===== config.mk =====
export PLATFORM = sky130hd
export DESIGN_NAME = multilevel_feedback_queue_scheduler
export DESIGN_NICKNAME = d
export VERILOG_FILES = /design/src/sv/mlfq_pkg.sv /design/src/sv/mlfq_dp.sv /design/src/sv/mlfq_ctrl.sv /design/src/sv/multilevel_feedback_queue_scheduler.sv
export SDC_FILE = /design/constraint.sdc
export NUM_CORES = 1
export LEC_CHECK = 0
export BUFFER_PORTS_ARGS = -buffer_cell sky130_fd_sc_hd__buf_2
export CAP_MARGIN = 10
export CORE_ASPECT_RATIO = 1.4
export CORE_UTILIZATION = 23
export CTS_CLUSTER_DIAMETER = 100
export DETAILED_ROUTE_END_ITERATION = 16
export GPL_TIMING_DRIVEN = 0
export PLACE_DENSITY_LB_ADDON = 0.15
export REMOVE_ABC_BUFFERS = 1
export SLEW_MARGIN = 20
export SYNTH_ARGS = -nofsm -noshare
export SYNTH_HDL_FRONTEND = slang
export SYNTH_SLANG_ARGS = --single-unit

===== constraint.sdc =====
create_clock -name i_clk -period 7.8 [get_ports i_clk]
set_input_delay 0.78 -clock i_clk [delete_from_list [all_inputs] [get_ports i_clk]]
set_output_delay 0.78 -clock i_clk [all_outputs]
set_load 0.005 [all_outputs]

===== src/sv/mlfq_pkg.sv =====
// Shared types and codes of the multilevel feedback queue scheduler.
`timescale 1ns / 1ps
package mlfq_pkg;

    localparam int FIELD_ID_W = 10;
    localparam int MODE_W     = 2;
    localparam int LEVEL_W    = 2;
    localparam int QUANT_W    = 8;
    localparam int STATUS_W   = 2;
    localparam int CFG_IDX_W  = 3;
    localparam int CFG_DATA_W = 8;
    localparam int NUMLVL_W   = 3;

    localparam logic [MODE_W-1:0] MODE_ADMIT  = 2'd0;
    localparam logic [MODE_W-1:0] MODE_SCHED  = 2'd1;
    localparam logic [MODE_W-1:0] MODE_REMOVE = 2'd2;

    localparam logic [STATUS_W-1:0] ST_OK        = 2'd0;
    localparam logic [STATUS_W-1:0] ST_FULL      = 2'd1;
    localparam logic [STATUS_W-1:0] ST_NOT_FOUND = 2'd2;

    localparam logic [CFG_IDX_W-1:0] CFG_POLICY     = 3'd0;
    localparam logic [CFG_IDX_W-1:0] CFG_NUM_LEVELS = 3'd1;
    localparam logic [CFG_IDX_W-1:0] CFG_QUANTUM0   = 3'd2;
    localparam logic [CFG_IDX_W-1:0] CFG_QUANTUM1   = 3'd3;
    localparam logic [CFG_IDX_W-1:0] CFG_QUANTUM2   = 3'd4;
    localparam logic [CFG_IDX_W-1:0] CFG_QUANTUM3   = 3'd5;

    typedef logic [3:0] t_cmd;

    localparam t_cmd CMD_NOP       = 4'd0;
    localparam t_cmd CMD_LOAD      = 4'd1;
    localparam t_cmd CMD_ADMIT     = 4'd2;
    localparam t_cmd CMD_REQUEUE   = 4'd3;
    localparam t_cmd CMD_PICK_RD   = 4'd4;
    localparam t_cmd CMD_PICK_DONE = 4'd5;
    localparam t_cmd CMD_NEXT_LVL  = 4'd6;
    localparam t_cmd CMD_SCAN_RD   = 4'd7;
    localparam t_cmd CMD_SCAN_NEXT = 4'd8;
    localparam t_cmd CMD_SHIFT_RD  = 4'd9;
    localparam t_cmd CMD_SHIFT_WR  = 4'd10;
    localparam t_cmd CMD_REM_DONE  = 4'd11;
    localparam t_cmd CMD_DROP_RUN  = 4'd12;
    localparam t_cmd CMD_NOTFOUND  = 4'd13;
    localparam t_cmd CMD_EMIT      = 4'd14;

    typedef struct packed {
        logic [MODE_W-1:0] mode;
        logic              any_ready;
        logic              lvl_end;
        logic              cur_empty;
        logic              rd_match;
        logic              shift_more;
        logic              run_match;
    } t_stat;

endpackage


===== src/sv/mlfq_dp.sv =====
// Datapath: queue memory, level pointers, running slot, configuration and result registers.
`timescale 1ns / 1ps
module mlfq_dp import mlfq_pkg::*; #(
    parameter int LEVELS      = 4,
    parameter int QUEUE_DEPTH = 16,
    parameter int ID_BITS     = 10
) (
    input  logic                  i_clk,
    input  logic                  i_rst_n,
    input  t_cmd                  i_cmd,
    output t_stat                 o_stat,
    input  logic [MODE_W-1:0]     i_mode,
    input  logic [FIELD_ID_W-1:0] i_task_id,
    input  logic                  i_cfg_we,
    input  logic [CFG_IDX_W-1:0]  i_cfg_index,
    input  logic [CFG_DATA_W-1:0] i_cfg_data,
    output logic                  o_picked_valid,
    output logic [FIELD_ID_W-1:0] o_picked_id,
    output logic [LEVEL_W-1:0]    o_picked_level,
    output logic [QUANT_W-1:0]    o_quantum,
    output logic [STATUS_W-1:0]   o_status
);

    localparam int IW    = (ID_BITS < FIELD_ID_W) ? ID_BITS : FIELD_ID_W;
    localparam int DEPTH = LEVELS * QUEUE_DEPTH;
    localparam int AW    = (DEPTH > 1) ? $clog2(DEPTH) : 1;
    localparam int LW    = (LEVELS > 1) ? $clog2(LEVELS) : 1;
    localparam int LCW   = $clog2(LEVELS + 1);
    localparam int HW    = $clog2(QUEUE_DEPTH);
    localparam int CW    = $clog2(QUEUE_DEPTH + 1);

    logic [IW-1:0]         r_mem [DEPTH];
    logic [IW-1:0]         r_rdata;
    logic [HW-1:0]         r_head [LEVELS];
    logic [CW-1:0]         r_count [LEVELS];
    logic [IW-1:0]         r_run_id;
    logic                  r_run_valid;
    logic [LW-1:0]         r_run_level;
    logic                  r_policy;
    logic [NUMLVL_W-1:0]   r_num_levels;
    logic [QUANT_W-1:0]    r_quantum [4];
    logic [MODE_W-1:0]     r_mode;
    logic [IW-1:0]         r_id;
    logic [LCW-1:0]        r_lvl;
    logic [CW-1:0]         r_k;
    logic [LW-1:0]         r_pick_lvl;
    logic                  r_res_pv;
    logic [IW-1:0]         r_res_id;
    logic [LEVEL_W-1:0]    r_res_lvl;
    logic [QUANT_W-1:0]    r_res_q;
    logic [STATUS_W-1:0]   r_res_st;
    logic                  r_o_pv;
    logic [IW-1:0]         r_o_id;
    logic [LEVEL_W-1:0]    r_o_lvl;
    logic [QUANT_W-1:0]    r_o_q;
    logic [STATUS_W-1:0]   r_o_st;

    logic [LW-1:0]         w_lvl;
    logic [CW-1:0]         w_cnt;
    logic [HW-1:0]         w_head;
    logic                  w_any;
    logic [LW-1:0]         w_pick;
    logic [NUMLVL_W:0]     w_nl;
    logic [LW-1:0]         w_last;
    logic [LW:0]           w_up;
    logic [LW-1:0]         w_tgt;
    logic                  w_we;
    logic [AW-1:0]         w_waddr;
    logic [IW-1:0]         w_wdata;
    logic                  w_re;
    logic [AW-1:0]         w_raddr;
    logic [1:0]            w_qidx;

    // Physical address of the k-th entry behind the head of a level.
    function automatic logic [AW-1:0] slot_addr(input logic [LW-1:0] lvl,
                                                input logic [HW-1:0] head,
                                                input logic [CW-1:0] k);
        logic [CW:0]   sum;
        logic [HW-1:0] slot;
        sum = {{(CW + 1 - HW){1'b0}}, head} + {1'b0, k};
        if (sum >= (CW + 1)'(QUEUE_DEPTH)) begin
            sum = sum - (CW + 1)'(QUEUE_DEPTH);
        end
        slot = sum[HW-1:0];
        return AW'(32'(lvl) * QUEUE_DEPTH) + AW'(slot);
    endfunction

    assign w_lvl  = r_lvl[LW-1:0];
    assign w_cnt  = r_count[w_lvl];
    assign w_head = r_head[w_lvl];

    always_comb begin
        w_any  = 1'b0;
        w_pick = '0;
        for (int i = LEVELS - 1; i >= 0; i--) begin
            if (r_count[i] != '0) begin
                w_any  = 1'b1;
                w_pick = LW'(i);
            end
        end
    end

    // Requeue target: level 0 in round robin, one level down otherwise, clamped at the last active level.
    always_comb begin
        w_nl = {1'b0, r_num_levels};
        if (w_nl == '0) begin
            w_nl = (NUMLVL_W + 1)'(1);
        end
        if (w_nl > (NUMLVL_W + 1)'(LEVELS)) begin
            w_nl = (NUMLVL_W + 1)'(LEVELS);
        end
        w_last = LW'(w_nl - (NUMLVL_W + 1)'(1));
        w_up   = {1'b0, r_run_level} + (LW + 1)'(1);
        if (!r_policy) begin
            w_tgt = '0;
        end else if (w_up > {1'b0, w_last}) begin
            w_tgt = w_last;
        end else begin
            w_tgt = w_up[LW-1:0];
        end
    end

    assign w_qidx = (32'(r_pick_lvl) < 3) ? 2'(r_pick_lvl) : 2'd3;

    always_comb begin
        w_we    = 1'b0;
        w_waddr = '0;
        w_wdata = r_id;
        w_re    = 1'b0;
        w_raddr = '0;
        unique case (i_cmd)
            CMD_ADMIT: begin
                w_we    = r_count[0] < CW'(QUEUE_DEPTH);
                w_waddr = slot_addr('0, r_head[0], r_count[0]);
            end
            CMD_REQUEUE: begin
                w_we    = r_run_valid && (r_count[w_tgt] < CW'(QUEUE_DEPTH));
                w_waddr = slot_addr(w_tgt, r_head[w_tgt], r_count[w_tgt]);
                w_wdata = r_run_id;
            end
            CMD_SHIFT_WR: begin
                w_we    = 1'b1;
                w_waddr = slot_addr(w_lvl, w_head, r_k);
                w_wdata = r_rdata;
            end
            CMD_PICK_RD: begin
                w_re    = w_any;
                w_raddr = slot_addr(w_pick, r_head[w_pick], '0);
            end
            CMD_SCAN_RD: begin
                w_re    = 1'b1;
                w_raddr = slot_addr(w_lvl, w_head, r_k);
            end
            CMD_SHIFT_RD: begin
                w_re    = 1'b1;
                w_raddr = slot_addr(w_lvl, w_head, r_k + CW'(1));
            end
            default: begin
            end
        endcase
    end

    always_ff @(posedge i_clk) begin
        if (w_we) begin
            r_mem[w_waddr] <= w_wdata;
        end
        if (w_re) begin
            r_rdata <= r_mem[w_raddr];
        end
    end

    always_ff @(posedge i_clk) begin
        if (!i_rst_n) begin
            for (int i = 0; i < LEVELS; i++) begin
                r_head[i]  <= '0;
                r_count[i] <= '0;
            end
            r_run_id     <= '0;
            r_run_valid  <= 1'b0;
            r_run_level  <= '0;
            r_policy     <= 1'b0;
            r_num_levels <= NUMLVL_W'(1);
            for (int i = 0; i < 4; i++) begin
                r_quantum[i] <= QUANT_W'(10);
            end
        end else begin
            if (i_cfg_we) begin
                unique case (i_cfg_index)
                    CFG_POLICY:     r_policy     <= i_cfg_data[0];
                    CFG_NUM_LEVELS: r_num_levels <= i_cfg_data[NUMLVL_W-1:0];
                    CFG_QUANTUM0:   r_quantum[0] <= i_cfg_data;
                    CFG_QUANTUM1:   r_quantum[1] <= i_cfg_data;
                    CFG_QUANTUM2:   r_quantum[2] <= i_cfg_data;
                    CFG_QUANTUM3:   r_quantum[3] <= i_cfg_data;
                    default: begin
                    end
                endcase
            end
            unique case (i_cmd)
                CMD_ADMIT: begin
                    if (r_count[0] < CW'(QUEUE_DEPTH)) begin
                        r_count[0] <= r_count[0] + CW'(1);
                    end
                end
                CMD_REQUEUE: begin
                    if (r_run_valid && (r_count[w_tgt] < CW'(QUEUE_DEPTH))) begin
                        r_count[w_tgt] <= r_count[w_tgt] + CW'(1);
                    end
                    r_run_valid <= 1'b0;
                end
                CMD_PICK_RD: begin
                    if (w_any) begin
                        r_head[w_pick]  <= (r_head[w_pick] == HW'(QUEUE_DEPTH - 1)) ?
                                           '0 : r_head[w_pick] + HW'(1);
                        r_count[w_pick] <= r_count[w_pick] - CW'(1);
                    end else begin
                        r_run_id    <= '0;
                        r_run_level <= '0;
                    end
                end
                CMD_PICK_DONE: begin
                    r_run_id    <= r_rdata;
                    r_run_valid <= 1'b1;
                    r_run_level <= r_pick_lvl;
                end
                CMD_REM_DONE: begin
                    r_count[w_lvl] <= w_cnt - CW'(1);
                end
                CMD_DROP_RUN: begin
                    r_run_id    <= '0;
                    r_run_valid <= 1'b0;
                    r_run_level <= '0;
                end
                default: begin
                end
            endcase
        end
    end

    // Sequencing counters and result fields carry no reset.
    always_ff @(posedge i_clk) begin
        unique case (i_cmd)
            CMD_LOAD: begin
                r_mode   <= i_mode;
                r_id     <= IW'(i_task_id);
                r_lvl    <= '0;
                r_k      <= '0;
                r_res_pv <= 1'b0;
                r_res_id <= '0;
                r_res_lvl <= '0;
                r_res_q  <= '0;
                r_res_st <= ST_OK;
            end
            CMD_ADMIT: begin
                if (r_count[0] >= CW'(QUEUE_DEPTH)) begin
                    r_res_st <= ST_FULL;
                end
            end
            CMD_REQUEUE: begin
                if (r_run_valid && (r_count[w_tgt] >= CW'(QUEUE_DEPTH))) begin
                    r_res_st <= ST_FULL;
                end
            end
            CMD_PICK_RD:   r_pick_lvl <= w_pick;
            CMD_PICK_DONE: begin
                r_res_pv  <= 1'b1;
                r_res_id  <= r_rdata;
                r_res_lvl <= LEVEL_W'(r_pick_lvl);
                r_res_q   <= r_quantum[w_qidx];
            end
            CMD_NEXT_LVL: begin
                r_lvl <= r_lvl + LCW'(1);
                r_k   <= '0;
            end
            CMD_SCAN_NEXT: r_k <= r_k + CW'(1);
            CMD_SHIFT_WR:  r_k <= r_k + CW'(1);
            CMD_NOTFOUND:  r_res_st <= ST_NOT_FOUND;
            CMD_EMIT: begin
                r_o_pv  <= r_res_pv;
                r_o_id  <= r_res_id;
                r_o_lvl <= r_res_lvl;
                r_o_q   <= r_res_q;
                r_o_st  <= r_res_st;
            end
            default: begin
            end
        endcase
    end

    always_comb begin
        o_stat.mode       = r_mode;
        o_stat.any_ready  = w_any;
        o_stat.lvl_end    = (r_lvl == LCW'(LEVELS));
        o_stat.cur_empty  = (r_k >= w_cnt);
        o_stat.rd_match   = (r_rdata == r_id);
        o_stat.shift_more = ({1'b0, r_k} + (CW + 1)'(1)) < {1'b0, w_cnt};
        o_stat.run_match  = r_run_valid && (r_run_id == r_id);
    end

    assign o_picked_valid = r_o_pv;
    assign o_picked_id    = FIELD_ID_W'(r_o_id);
    assign o_picked_level = r_o_lvl;
    assign o_quantum      = r_o_q;
    assign o_status       = r_o_st;

endmodule


===== src/sv/mlfq_ctrl.sv =====
// Controller: state machine that sequences admit, schedule and remove operations.
`timescale 1ns / 1ps
module mlfq_ctrl import mlfq_pkg::*; (
    input  logic  i_clk,
    input  logic  i_rst_n,
    input  logic  i_in_valid,
    output logic  o_in_ready,
    output logic  o_out_valid,
    input  logic  i_out_ready,
    input  t_stat i_stat,
    output t_cmd  o_cmd
);

    localparam logic [3:0] S_IDLE    = 4'd0;
    localparam logic [3:0] S_DECODE  = 4'd1;
    localparam logic [3:0] S_ADMIT   = 4'd2;
    localparam logic [3:0] S_REQ     = 4'd3;
    localparam logic [3:0] S_PICK    = 4'd4;
    localparam logic [3:0] S_PICK_W  = 4'd5;
    localparam logic [3:0] S_SCAN    = 4'd6;
    localparam logic [3:0] S_SCAN_C  = 4'd7;
    localparam logic [3:0] S_SHIFT   = 4'd8;
    localparam logic [3:0] S_SHIFT_W = 4'd9;
    localparam logic [3:0] S_DONE    = 4'd10;

    logic [3:0] r_state, n_state;
    logic       r_out_valid, n_out_valid;

    always_comb begin
        n_state = r_state;
        o_cmd   = CMD_NOP;
        unique case (r_state)
            S_IDLE: begin
                if (i_in_valid) begin
                    o_cmd   = CMD_LOAD;
                    n_state = S_DECODE;
                end
            end
            S_DECODE: begin
                unique case (i_stat.mode)
                    MODE_ADMIT:  n_state = S_ADMIT;
                    MODE_SCHED:  n_state = S_REQ;
                    MODE_REMOVE: n_state = S_SCAN;
                    default:     n_state = S_DONE;
                endcase
            end
            S_ADMIT: begin
                o_cmd   = CMD_ADMIT;
                n_state = S_DONE;
            end
            S_REQ: begin
                o_cmd   = CMD_REQUEUE;
                n_state = S_PICK;
            end
            S_PICK: begin
                o_cmd   = CMD_PICK_RD;
                n_state = i_stat.any_ready ? S_PICK_W : S_DONE;
            end
            S_PICK_W: begin
                o_cmd   = CMD_PICK_DONE;
                n_state = S_DONE;
            end
            S_SCAN: begin
                priority if (i_stat.lvl_end && i_stat.run_match) begin
                    o_cmd   = CMD_DROP_RUN;
                    n_state = S_PICK;
                end else if (i_stat.lvl_end) begin
                    o_cmd   = CMD_NOTFOUND;
                    n_state = S_DONE;
                end else if (i_stat.cur_empty) begin
                    o_cmd   = CMD_NEXT_LVL;
                end else begin
                    o_cmd   = CMD_SCAN_RD;
                    n_state = S_SCAN_C;
                end
            end
            S_SCAN_C: begin
                if (i_stat.rd_match) begin
                    n_state = S_SHIFT;
                end else begin
                    o_cmd   = CMD_SCAN_NEXT;
                    n_state = S_SCAN;
                end
            end
            S_SHIFT: begin
                if (i_stat.shift_more) begin
                    o_cmd   = CMD_SHIFT_RD;
                    n_state = S_SHIFT_W;
                end else begin
                    o_cmd   = CMD_REM_DONE;
                    n_state = S_DONE;
                end
            end
            S_SHIFT_W: begin
                o_cmd   = CMD_SHIFT_WR;
                n_state = S_SHIFT;
            end
            S_DONE: begin
                if (!r_out_valid || i_out_ready) begin
                    o_cmd   = CMD_EMIT;
                    n_state = S_IDLE;
                end
            end
            default: n_state = S_IDLE;
        endcase
    end

    always_comb begin
        n_out_valid = r_out_valid;
        if (o_cmd == CMD_EMIT) begin
            n_out_valid = 1'b1;
        end else if (i_out_ready) begin
            n_out_valid = 1'b0;
        end
    end

    always_ff @(posedge i_clk) begin
        if (!i_rst_n) begin
            r_state     <= S_IDLE;
            r_out_valid <= 1'b0;
        end else begin
            r_state     <= n_state;
            r_out_valid <= n_out_valid;
        end
    end

    assign o_in_ready  = (r_state == S_IDLE);
    assign o_out_valid = r_out_valid;

endmodule


===== src/sv/multilevel_feedback_queue_scheduler.sv =====
// Top level of the multilevel feedback queue scheduler.
// The block keeps up to LEVELS FIFO ready queues of QUEUE_DEPTH task ids in
// one on-chip memory and works on one command beat at a time. Every accepted
// input beat produces exactly one result beat. A remove searches the queue
// memory level by level, visiting each entry in turn, and moves the entries
// behind a match up to close the gap; when the running task is removed it
// then picks a new task from the queues. The queue memory has a single
// read port with a registered output. A finished result waits in the output
// register, so the next command is taken while the previous result is still
// held. Configuration writes are taken in any cycle and must only be issued
// while no command is in flight.
`timescale 1ns / 1ps
module multilevel_feedback_queue_scheduler import mlfq_pkg::*; #(
    parameter int LEVELS      = 4,
    parameter int QUEUE_DEPTH = 16,
    parameter int ID_BITS     = 10
) (
    input  logic                  i_clk,
    input  logic                  i_rst_n,
    input  logic                  i_in_valid,
    output logic                  o_in_ready,
    input  logic [MODE_W-1:0]     i_mode,
    input  logic [FIELD_ID_W-1:0] i_task_id,
    output logic                  o_out_valid,
    input  logic                  i_out_ready,
    output logic                  o_picked_valid,
    output logic [FIELD_ID_W-1:0] o_picked_id,
    output logic [LEVEL_W-1:0]    o_picked_level,
    output logic [QUANT_W-1:0]    o_quantum,
    output logic [STATUS_W-1:0]   o_status,
    input  logic                  i_cfg_valid,
    output logic                  o_cfg_ready,
    input  logic [CFG_IDX_W-1:0]  i_cfg_index,
    input  logic [CFG_DATA_W-1:0] i_cfg_data
);

    t_cmd  w_cmd;
    t_stat w_stat;

    // Register writes are taken whenever they are offered, so the port never stalls.
    assign o_cfg_ready = 1'b1;

    mlfq_ctrl u_ctrl (
        .i_clk       (i_clk),
        .i_rst_n     (i_rst_n),
        .i_in_valid  (i_in_valid),
        .o_in_ready  (o_in_ready),
        .o_out_valid (o_out_valid),
        .i_out_ready (i_out_ready),
        .i_stat      (w_stat),
        .o_cmd       (w_cmd)
    );

    mlfq_dp #(
        .LEVELS      (LEVELS),
        .QUEUE_DEPTH (QUEUE_DEPTH),
        .ID_BITS     (ID_BITS)
    ) u_dp (
        .i_clk          (i_clk),
        .i_rst_n        (i_rst_n),
        .i_cmd          (w_cmd),
        .o_stat         (w_stat),
        .i_mode         (i_mode),
        .i_task_id      (i_task_id),
        .i_cfg_we       (i_cfg_valid),
        .i_cfg_index    (i_cfg_index),
        .i_cfg_data     (i_cfg_data),
        .o_picked_valid (o_picked_valid),
        .o_picked_id    (o_picked_id),
        .o_picked_level (o_picked_level),
        .o_quantum      (o_quantum),
        .o_status       (o_status)
    );

endmodule


==> results of run 1 <==
kinds of logic (layout without fill, tap and decap cells):
family	after synthesis	count (layout)	share of synthesized area
multiplexers	81	81	0.0300
AO/OA/AOI/OAI	697	697	0.136
other	1	1	0.000108
XOR/XNOR	47	47	0.0122
buffers and inverters	210	391	0.0263
flip-flops	810	810	0.692
AND/OR/NAND/NOR	676	676	0.0894
adder cells (fa/ha/maj)	36	36	0.0138
registers in the layout (all words and copies together), names as in the netlist, 3 cells and up, named ones only:
| signal | count |
|---|---|
| u_dp.r_head | 16 |
| u_dp.r_num_levels | 3 |
| u_dp.r_quantum | 32 |
| u_dp.r_run_id | 10 |
| u_dp.r_k | 5 |
| u_dp.r_count | 20 |
| u_dp.r_mem | 640 |
| u_dp.o_picked_id | 10 |
| u_dp.r_res_id | 10 |
| u_dp.r_lvl | 3 |
| u_dp.r_id | 10 |
| u_dp.o_quantum | 8 |
| u_dp.r_rdata | 10 |
| u_dp.r_res_q | 8 |
| u_ctrl.r_state | 4 |
layer usage:
metal / vias to the layer above / wire length (um)
met1: 11425 / 44000
met2: 557 / 57900
met3: 143 / 4460
li1: 10112 / -
met5: - / 19
met4: 2 / 3110
path summary, 6_finish.rpt:
path                         from           endpoint  slack, ps  cells after the start
hold / removal       i_task_id[9]       u_dp.r_id[9]        260                      1
setup reg to reg        flip-flop    u_dp.r_rdata[4]       1020                     19
hold reg to reg   u_dp.r_res_q[3]  u_dp.o_quantum[3]        410                      0
setup / recovery        flip-flop    u_dp.r_rdata[4]       1020                     19
cell usage in the layout (no fill, tap or decap), types with 15 or more instances in the layout:
| cell | Yosys | final |
|---|---|---|
| nor3_2 | 0 | 37 |
| nor4_2 | 0 | 28 |
| o41ai_1 | 30 | 22 |
| mux4_2 | 18 | 18 |
| xnor2_1 | 23 | 22 |
| a211oi_1 | 56 | 56 |
| buf_4 | 7 | 43 |
| nand3_1 | 20 | 20 |
| a31oi_1 | 30 | 30 |
| and3_1 | 25 | 25 |
| and2_1 | 38 | 38 |
| ha_1 | 32 | 32 |
| dfxtp_1 | 24 | 24 |
| clkbuf_16 | 0 | 83 |
| a22oi_1 | 17 | 17 |
| a311oi_1 | 60 | 60 |
| mux2i_1 | 55 | 55 |
| buf_16 | 0 | 35 |
| clkbuf_1 | 98 | 21 |
| nand2_1 | 366 | 353 |
| edfxtp_1 | 786 | 786 |
| inv_1 | 41 | 41 |
| xor2_1 | 23 | 23 |
| nor3_1 | 52 | 15 |
| a21o_1 | 123 | 123 |
| buf_2 | 33 | 85 |
| nor2_1 | 71 | 68 |
| a221oi_1 | 31 | 31 |
| o21ai_0 | 28 | 23 |
| a21oi_1 | 238 | 236 |
power groups by stage:
stage / combinational, mW / clock, mW / sequential, mW
3_3_place_gp: 3.59 / 0 / 5.88
6_report: 3.92 / 4.18 / 5.69
2_1_floorplan: 2.02 / 0 / 5.72
3_5_place_dp: 3.99 / 0 / 5.78
4_1_cts: 4.00 / 4.31 / 5.69
5_1_grt: 4.24 / 4.44 / 5.72
through the flow:
stage	util	total power, mW	setup slack [ps]
6_report	0.282	13.8	1020
5_1_grt	0.282	14.4	733
4_1_cts	0.282	14.0	833
3_5_place_dp	0.263	9.77	832
3_3_place_gp	0.245	9.47	-16850
2_1_floorplan	-	7.74	-5600
layout make-up:
cell class,count,area [um2]
Fill cell,15081,108000
Sequential cell,810,24100
Multi-Input combinational cell,1538,10500
Tap cell,1955,2450
Clock buffer,107,2200
Timing Repair Buffer,195,2190
Clock inverter,46,654
Inverter,43,161
==> results.md, run 1 <==
- Peak VDD IR: between 150 and 200 uV
- Fin Setup TNS: 0 ps
- Global route hottest layer: met2
- CTS tree: built
- CP most frequent cell: buf_16
- Clock latency on the worst-skew pair: 700 ps
- Worst Path Max Fanout: 27
- CP peak stage delay: approximately 940 ps
- Psw: ~4.7 mW
- Area contributors post-synth: edfxtp_1, nand2_1, a21oi_1
- Async SR Flop Fraction: 0
- # rows: 168
- Crit-path leading delay family: compound AO/OA/AOI/OAI gates
- CP Capture Type: flip-flop
- Max-Cap Viols: 0
- Status: complete, no violations
- Core ar.: ~150000 um2
- Top achievable clock speed: 147 MHz
- Port Buffers: 52
- Final setup viols: 0
- Largest net degree at the start of global routing: between 60 and 70
- N_diodes: 0
- Via count: approximately 22k
- Minimum clock period: ~6800 ps
- Post-synth EDFFs: approximately 790
- Routed wire length: between 100000 and 150000 um
- Post-cts hold buffer count: 0
- Final Hold Fails: 0
- P_leak: 13.7 nW
- Non-filler cells, final: approximately 4.7k
- H-tree depth reported by CTS: 3
- Synth warnings: 0
- Count of different cell masters after synthesis: 73
- Unrepaired setup endpoints after global routing: no
- Worst Setup Start Kind: flip-flop
- Mapped Area: 34800 um2
- Relative slew margins: 0.278
- Sequential share of the synthesized area: 0.692
- Vias in the first global route: roughly 23k
- Antenna Nets Post-Route: 0
- Main flop type after synthesis: edfxtp_1
- CP Cell Sequence: mux4_2 > inv_1 > ha_1 > a21oi_1 > o211ai_1 > nor3b_1 > a22oi_1 > a21boi_4 > buf_16 > buf_16 > buf_16 > buf_16 > buf_16 > buf_16 > a21o_1 > a21oi_1 > a311oi_1 > o41ai_1 > nand4_1
- Root Buffer: clkbuf_16
- Worst EP required: between 8000 and 9000 ps
- Sequential share of power: 0.413
- Height of the die: roughly 460 um
- Worst hold slack: about 260 ps
- Gp weighted congestion: roughly 0.82
- Dpl cells: roughly 4.5k
- FF+latch count, synth: between 800 and 900
- Internal: between 9 and 10 mW
- Initial Util: 0.232
- Layout cells sized above 1: 0.174
- Most frequent cells after synthesis: edfxtp_1, nand2_1, a21oi_1
- Pwr/cell area: between 300 and 400 nW/um2
- Sw frac: 0.339
- Starting DRT DRC Count: between 1.5k and 2k
- Post-CTS Setup Repair Bufs: 0
- Skew final: ~33 ps
- First-pass GRT wire length: approximately 160000 um
- Die X: around 330 um
- Area delta synth->final: 21.2%
- Slowest cell on the critical path: o41ai_1
- Avg Cell Area, Syn: approximately 14 um2
- Cell taking the most area after synthesis: edfxtp_1
- Combinational share of power: 0.284
- Gr ovfl total: 0
- Clock transition at path regs: 60 ps
- # DRC: 0
- Clk pwr share: 0.303
- Top cell type's share of synthesized area: 0.678
- Least-Margin Pin Slew: roughly 1100 ps
- Final Max Tran Viols: 0
- # IOs: 54
- TritonCTS Buffers: just over 80
- Hold crit path type: primary input to flip-flop
- Final worst path period share: 0.869
- Placement Cell Area: slightly below 40000 um2
- Global Route met3 Usage: 0.0170
- Total GRT Usage: 0.142
- Nets: around 2.7k
- Kind of critical path: flip-flop to flip-flop
- Detailed Routing Iterations Pass 1: 5
- DP HPWL: around 76000 um
- Cells after synthesis: about 2.6k
- Antenna violations before repair: 1
- Worst EP arrival: 7120 ps
- Grt met2 use: 0.257
- Drt via density: around 4.7
- Bufs and invs on worst path: 7
- Routed wire per std cell: 23.3 um
- Area of the die: around 150000 um2
- Post-route cell area: 42200 um2
- Most common cell in the synthesized netlist: edfxtp_1
- Clock sink total: 810
- CTS Buffer Depth: 3
- PostCTS Resize Cnt: 0
- Met1 Use GR: 0.169
Power figures use the tool's default switching activity.
==> run 2: changes to the inputs <==
- CORE_UTILIZATION: 23 -> 63
==> results.md, run 2 (synthesis gave the netlist of run 1 again) <==
- Final setup viols: 0 (unchanged)
- Via count: 22.8k (+2.5%)
- Placement Cell Area: 37200 um2 (-5.6%)
- Dpl cells: 3275 (-28%)
- Initial Util: 0.639 (+0.407)
- Gr ovfl total: 0 (unchanged)
- H-tree depth reported by CTS: 3 (unchanged)
- Area delta synth->final: 13.6%
- Skew final: 16.2 ps (-17.0 ps)
- Detailed Routing Iterations Pass 1: 8 (+3)
- # rows: 101 (-40%)
- Die X: 201 um (-39%)
- Largest regs: u_dp.r_mem (640), u_dp.r_quantum (32), u_dp.r_count (20)
- P_leak: 13.2 nW (-3.9%)
- Layout cells sized above 1: 0.150 (-0.0238)
- Clock transition at path regs: 60 ps (about the same)
- Least-Margin Pin Slew: 1250 ps (+172 ps)
- CP Capture Type: flip-flop
- Starting DRT DRC Count: 2275 (+49%)
- CP peak stage delay: 910 ps (-30 ps)
- Top achievable clock speed: 150 MHz (+1.6%)
- Worst hold slack: 348 ps (+90.3 ps)
- TritonCTS Buffers: 75 (-9.6%)
- R2r endpoint: u_dp.r_mem[59][0]
- Non-filler cells, final: 3409 (-27%)
- Crit-path leading delay family: simple AND/OR/NAND/NOR gates
- R2R Setup Slk: 1120 ps (+100 ps)
- Hold EP: u_dp.r_id[9]
- # DRC: 0 (unchanged)
- Hold crit path type: primary input to flip-flop
- DR top layer: met4
- Final Max Tran Viols: 0 (unchanged)
- Antenna Nets Post-Route: 0 (unchanged)
- Bufs and invs on worst path: 4 (-3)
- Commonest cells after routing, fill and taps aside: edfxtp_1, nand2_1, a21oi_1
- CTS Buffer Depth: 3 (unchanged)
- CP most frequent cell: buf_4
- Relative slew margins: 0.155 (-0.123)
- Routed wire length: 89900 um (-18%)
- Routed wl met3: 7130 um (+60%)
- Routed wire per std cell: 26.4 um (+13%)
- Largest register by flop count: u_dp.r_mem
- Hold path depth: 1 (unchanged)
- Post-cts hold buffer count: 0 (unchanged)
- # IOs: 54 (unchanged)
- Clock sink total: 810 (unchanged)
- Vias in the first global route: 22.5k (-0.56%)
- Nets: 2696 (-1.4%)
- Height of the die: 280 um (-39%)
- Total GRT Usage: 0.321 (+0.179)
- Area of the die: 56200 um2 (-63%)
- Worst EP required: 8100 ps (-40 ps)
- Max-Cap Viols: 0 (unchanged)
- Core ar.: 54500 um2 (-64%)
- Clock latency on the worst-skew pair: 610 ps (-90 ps)
- Peak VDD IR: 264 uV (+70%)
- Reg2Reg Launch Point: u_dp.r_num_levels[1]
- PostCTS Resize Cnt: 0 (unchanged)
- Final core area utilization: 0.726 (+0.444)
- Overall Power: 12.7 mW (-7.9%)
- Status: complete, no violations
- CTS tree: built
- Worst EP arrival: 6980 ps (-140 ps)
- Max FFs per register: 640 (unchanged)
- Final worst path period share: 0.856 (-0.0134)
- First-pass GRT wire length: 135000 um (-15%)
- Port Buffers: 52 (unchanged)
- Met1 WL: 32300 um (-27%)
- Reg2reg path depth: 16 (-3)
- Met2 WL post-DR: 45600 um (-21%)
- Pwr/cell area: 321 nW/um2 (-1.7%)
- DP HPWL: 58700 um (-22%)
- Post-route cell area: 39500 um2 (-6.3%)
- Final Hold Fails: 0 (unchanged)
- Worst Path Max Fanout: 14 (-48%)
- Most common cell after layout, fill and taps aside: edfxtp_1
- Worst Setup Start Kind: flip-flop
- Largest net degree at the start of global routing: 65 (+4.8%)
- Antenna violations before repair: 1 (unchanged)
- Gp weighted congestion: 0.920 (+12%)
- Post-CTS Setup Repair Bufs: 0 (unchanged)
- Minimum clock period: 6680 ps (-105 ps)
- Slowest cell on the critical path: nor4_2
- CP Cell Sequence: a21oi_1 > fa_1 > nor3b_1 > o21a_1 > o211ai_1 > buf_4 > buf_4 > buf_4 > mux2i_1 > xor2_1 > ha_1 > nand2_1 > o221ai_1 > nand2_1 > nor4_2 > buf_2
- Drt via density: 6.69 (+41%)
- Kind of critical path: flip-flop to flip-flop
- HP Start: i_task_id[9]
- Root Buffer: clkbuf_16
- Unrepaired setup endpoints after global routing: no
-- run 2: cell types whose count changed in the layout (fill, tap and decap cells not counted), moves of 4 or more --
cell / delta
buf_16: -13
buf_2: -9
buf_4: +5
buf_6: -13
bufinv_16: -4
clkbuf_16: -6
clkinv_1: +11
clkinv_16: -4
clkinv_2: -5
clkinvlp_4: -4
o41ai_1: +7
o41ai_2: -7
-- run 2: routing by layer --
| layer | up-vias | GRT usage |
|---|---|---|
| met5 | - | 0 |
| met4 | 0 | 0.175 |
| met3 | 243 | 0.0444 |
| met2 | 1219 | 0.552 |
| met1 | 11299 | 0.396 |
| li1 | 10037 | - |
-- run 2: worst max path at each step --
stage	startpoint	end	slack, ps	cells past startpoint
6_report	u_dp.r_num_levels[1]	u_dp.r_mem[59][0]	1120	16
5_1_grt	u_dp.r_num_levels[1]	u_dp.r_mem[38][1]	920	17
4_1_cts	u_dp.r_num_levels[1]	u_dp.r_mem[57][0]	940	16
3_5_place_dp	u_dp.r_num_levels[1]	u_dp.r_mem[57][4]	970	16
3_3_place_gp	flip-flop	u_dp.r_rdata[7]	-14030	12
2_1_floorplan	flip-flop	u_dp.r_rdata[8]	-5600	12
-- run 2: cell type report --
| type | instances | area (um2) |
|---|---|---|
| inverters | 43 | 161 |
| repair buffers | 164 | 1660 |
| fillers | 3496 | 14900 |
| clock inverters | 37 | 360 |
| clock buffers | 95 | 1990 |
| multi-input cells | 1538 | 10400 |
| diodes | 1 | 2.50 |
| flip-flops and latches | 810 | 24100 |
| well taps | 721 | 902 |
-- run 2: through the flow --
stage          worst slack [ps]  TNS (ps)
6_report                   1120         0
3_3_place_gp             -14030   -485190
2_1_floorplan             -5600    -55960
3_5_place_dp                968         0
5_1_grt                     921         0
4_1_cts                     943         0
-- run 2: power breakdown --
group	internal, mW	total, mW	switching (mW)
sequential	5.49	5.72	0.223
combinational	1.05	3.41	2.35
clock	2.04	3.58	1.54
total	8.59	12.7	4.11
